$ cat config.mk
export PLATFORM = sky130hd
export DESIGN_NAME = smc_cell
export DESIGN_NICKNAME = d
export VERILOG_FILES = /design/src/design/smc_pkg.sv /design/src/design/smc_cell.sv
export SDC_FILE = /design/constraint.sdc
export NUM_CORES = 1
export LEC_CHECK = 0
export ABC_AREA = 1
export CAP_MARGIN = 20
export CORE_ASPECT_RATIO = 0.9
export CORE_UTILIZATION = 40
export CTS_CLUSTER_DIAMETER = 200
export DETAILED_ROUTE_END_ITERATION = 8
export DONT_BUFFER_PORTS = 1
export GPL_TIMING_DRIVEN = 0
export PLACE_DENSITY = 0.63
export SLEW_MARGIN = 20
export SYNTH_ARGS = -nofsm -noshare
export SYNTH_HDL_FRONTEND = slang
export SYNTH_SLANG_ARGS = --single-unit
export TNS_END_PERCENT = 1
$ cat constraint.sdc
create_clock -name clock -period 2.4 [get_ports clock]
set_input_delay 0.48 -clock clock [delete_from_list [all_inputs] [get_ports clock]]
set_output_delay 0.48 -clock clock [all_outputs]
set_load 0.01 [all_outputs]
$ cat src/design/smc_pkg.sv
package smc_pkg;

   localparam int CAPACITY   = 256;
   localparam int VALUE_BITS = 20;

   localparam int OPCODE_BITS = 2;
   localparam int ITEM_BITS   = 20;
   localparam int RANK_BITS   = 8;
   localparam int RESULT_BITS = 20;
   localparam int STATUS_BITS = 2;

   localparam int CNT_W = $clog2(CAPACITY + 1);
   localparam int CMP_W = (CNT_W > RANK_BITS) ? CNT_W : RANK_BITS;

   localparam int GROUP_SIZE = 16;
   localparam int NUM_GROUPS = (CAPACITY + GROUP_SIZE - 1) / GROUP_SIZE;

   localparam logic [OPCODE_BITS-1:0] OP_ADD    = 2'd0;
   localparam logic [OPCODE_BITS-1:0] OP_REMOVE = 2'd1;
   localparam logic [OPCODE_BITS-1:0] OP_READ   = 2'd2;

   localparam logic [STATUS_BITS-1:0] ST_OK   = 2'd0;
   localparam logic [STATUS_BITS-1:0] ST_FULL = 2'd1;
   localparam logic [STATUS_BITS-1:0] ST_RANK = 2'd2;

   typedef struct packed {
      logic [OPCODE_BITS-1:0] opcode;
      logic [ITEM_BITS-1:0]   item_value;
      logic [RANK_BITS-1:0]   rank;
   } req_type;

   typedef struct packed {
      logic [RESULT_BITS-1:0] result_value;
      logic [STATUS_BITS-1:0] status;
   } rsp_type;

   typedef struct packed {
      logic                  add_en;
      logic                  remove_en;
      logic [VALUE_BITS-1:0] ins_value;
      logic [CMP_W-1:0]      rank;
      logic [CMP_W-1:0]      count;
   } cell_ctl_type;

   typedef enum logic {
      PH_IDLE,
      PH_PICK
   } phase_type;

endpackage

$ cat src/design/smc_cell.sv
module smc_cell (
   input  logic                          clock,
   input  smc_pkg::cell_ctl_type         ctl,
   input  logic [smc_pkg::CMP_W-1:0]     cell_index,
   input  logic                          left_le,
   input  logic [smc_pkg::VALUE_BITS-1:0] left_value,
   input  logic [smc_pkg::VALUE_BITS-1:0] right_value,
   output logic                          le_out,
   output logic [smc_pkg::VALUE_BITS-1:0] value_out,
   output logic [smc_pkg::VALUE_BITS-1:0] sel_value
);
   import smc_pkg::*;

   logic [VALUE_BITS-1:0] val_ff;
   logic [VALUE_BITS-1:0] val_in;
   logic                  in_range;

   assign in_range  = cell_index < ctl.count;
   assign le_out    = in_range && (val_ff <= ctl.ins_value);
   assign value_out = val_ff;
   assign sel_value = (in_range && (cell_index == ctl.rank)) ? val_ff : '0;

   always_comb begin
      val_in = val_ff;
      if (ctl.add_en && !le_out) begin
         val_in = left_le ? ctl.ins_value : left_value;
      end else if (ctl.remove_en && (cell_index >= ctl.rank)) begin
         val_in = right_value;
      end
   end

   always_ff @(posedge clock) begin
      val_ff <= val_in;
   end

endmodule

==> flow_metrics.py <==
metrics = {
    "layout": {
        "final_common_cell": "nand2_1",
        "n_antenna_cell": 0,
        "layout.nets": 476,
        "areaGrowthSynthToFinish_pct": 13.4,
        "drive_gt1_share_pct": 15.6,
        "mostFrequentLayoutCells": "nand2_1 (76), inv_1 (68), ha_1 (34)",
        "largest_reg_flops": 20,
        "post-route-util_pct": 48.2,
    },
    "setup_path": {
        "timing.rr.start": "value_out[17]$_DFFE_PP_",
        "reg2reg_slack_ns": 0.17,
        "worstPathRequired_ns": 1.92,
        "critPathArrivalTime_ns": 1.95,
        "slowest_stage": "edfxtp_1",
        "critical-path-top-delay-family": "simple AND/OR/NAND/NOR gates",
        "worst_setup_path_start_kind": "flip-flop",
        "cp-end-kind": "output port",
        "slowest_delay_ns": 0.47,
        "ff2ff_path_depth": 12,
        "crit_fanout": 6,
        "critPathKind": "flip-flop to output port",
        "path_cells": "ha_1 -> nand2_1 -> nor2_2 -> nand2_2 -> nor2_4 -> nand2_1 -> nand3_2 -> nand2_2 -> nand2_4 -> buf_6 -> inv_4",
        "rr_endpoint": "value_out[8]$_DFFE_PP_",
        "cp_num_buf_inv": 2,
    },
    "synthesis": {
        "synth_area_mm2": 0.00227,
        "synthDistinctLibCells": 21,
        "synth_compound_area_share_pct": 9.53,
        "synth_mux_area_share_pct": 0.496,
        "netlist_instances": 341,
        "synth_area_leaders": "edfxtp_1 (26%), ha_1 (20%), nand2_1 (14%), inv_1 (11%), nor2_1 (7.9%)",
        "yosys_warnings": 0,
        "synthAdderAreaFrac_pct": 20.4,
        "ys_ff_latch": 20,
        "syn_nets": 469,
        "synth_top_area_share_pct": 26.4,
        "synth_simple_gate_area_share_pct": 28.6,
        "synth_xor_area_share_pct": 0,
        "seq_area_frac_synth_pct": 26.4,
        "syn_avg_cell_area_um2": 6.66,
        "synth_top_family_by_area": "simple AND/OR/NAND/NOR gates",
        "yosysTopAreaCell": "edfxtp_1",
    },
    "pwr": {
        "powerDensity_mw_per_mm2": 514,
        "p_leak_nw": 1.38,
        "peakVddDrop_uv": 311,
    },
    "clock_network": {
        "hold_buffers": 0,
        "cts_buffers": 3,
        "cts_tree": "yes",
        "clock_path_buffers": 2,
        "cts.sinks": 20,
        "clk_pin_slew_ns": 0.08,
        "cts-root-buf": "clkbuf_8",
        "clk_latency_ns": 0.26,
        "htreeDepth": 1,
    },
    "sta": {
        "relSlewSlack_pct": 62.3,
        "fin_ws_ns": -0.0291,
        "fin_crit_sh_pct": 101,
        "fmax_ghz": 0.412,
        "min_period_ns": 2.43,
        "tightest_slew_ns": 0.565,
        "setup_viol": 1,
        "slew_violations": 0,
        "finClkSkew_ns": 0.00298,
        "rsz0062_at_grt": "yes",
        "fin_tns_setup_ns": -0.0291,
        "hold_violations": 0,
    },
    "placement": {
        "gp_congestion": 0.855,
        "io_buffers": 0,
        "hpwl_mm": 4.63,
    },
    "grt": {
        "grt_start_max_net_pins": 21,
        "grt_pass1_vias": 2016,
        "antenna_found_initial": 0,
        "grt_overflow": 0,
        "grt_usage_pct": 18.8,
        "grt_pass1_wl_mm": 8.70,
    },
    "drt": {
        "first_iter_violations": 75,
        "detail-route-antenna-nets": 0,
        "wl_per_cell_um": 14.3,
        "num_vias": 2155,
        "vias_per_cell": 5.22,
        "wl_met3_um": 489,
        "drc": 0,
        "first_pass_iters": 4,
        "wl_met2_mm": 2.88,
        "routed.top_layer": "met4",
        "drt-total-wl_mm": 5.91,
        "drt-met1-wl_mm": 2.47,
    },
    "die": {
        "core_mm2": 0.00535,
        "die_area_mm2": 0.00599,
        "start_util_pct": 42.5,
        "fp-row-count": 25,
        "fp.dieW_um": 81.4,
        "die_h_um": 73.5,
        "io_pins": 132,
    },
    "status": {
        "failed_checks": "negative setup slack",
        "outcome": "finished with violations",
    },
    "hold_path": {
        "holdCritPathClass": "input pin to flip-flop",
        "worstHoldStart": "right_value[17]",
        "holdPathEnd": "value_out[17]$_DFFE_PP_",
        "min_path_cells": 2,
    },
    "job": {
        "maxCapViolations": 0,
    },
}
per-stage QoR:
stage	total power [mW]	hold WS, ns	cells	instance area (µm²)	setup WS [ns]
finish	1.33	0.396	413	2580	-0.0291
global route	1.43	0.402	413	2580	-0.144
CTS	1.26	0.399	411	2420	-0.107
detailed placement	1.03	0.663	408	2360	-0.153
global placement	1.01	0.661	408	2360	-0.137
floorplan	0.912	0.659	341	2270	0.157
synth_stat cells:
master,instances
o2111ai_1,1
ha_1,37
nand2_1,83
nand4_1,3
nor2_1,48
a211oi_1,1
a21o_1,1
nor3_1,1
nand2_2,2
buf_2,3
mux2_2,1
o21a_1,1
o21ai_0,3
edfxtp_1,20
a21oi_1,34
inv_1,69
nor2_2,2
clkbuf_1,5
nand3_1,22
buf_6,2
buf_4,2
area by class of cell:
class	instances	area (µm²)
clock buffers	3	41.3
plain buffers	12	80.1
well taps	67	83.8
inverters	69	262
multi-input cells	240	1490
fillers	563	2770
repair buffers	2	15.0
flip-flops and latches	20	601
kinds of logic after synthesis:
| kind of cell | after synthesis |
|---|---|
| flops | 20 |
| buf+inv | 81 |
| mux | 1 |
| fa+ha+maj | 37 |
| compound gates | 41 |
| simple gates | 161 |
report_power, final:
group	total [mW]	internal [mW]	switching, mW
combinational	0.529	0.208	0.321
sequential	0.564	0.475	0.0883
clock	0.232	0.112	0.120
total	1.33	0.795	0.530
routing by layer:
layer  global-route usage [%]  up-vias
met2                     34.2       86
met4                     4.56        0
met1                     22.4      977
li1                         -     1086
met3                     3.73        6
met5                        0        -
worst max-delay path by stage:
stage                            start                      end  cells after the start
6_report       value_out[17]$_DFFE_PP_                   le_out                     11
5_1_grt        value_out[16]$_DFFE_PP_                   le_out                     10
4_1_cts        value_out[11]$_DFFE_PP_                   le_out                     11
3_5_place_dp                   ctl[37]   value_out[7]$_DFFE_PP_                     13
3_3_place_gp                   ctl[29]  value_out[15]$_DFFE_PP_                     13
2_1_floorplan                  ctl[37]   value_out[0]$_DFFE_PP_                     13
repair_timing:
item / in CTS / in global routing
pin swaps: 2 / 16
buffers inserted: 0 / 2
gates resized for setup: 5 / 42
setup endpoints to repair: 41 / 41
Power figures use the tool's default switching activity.
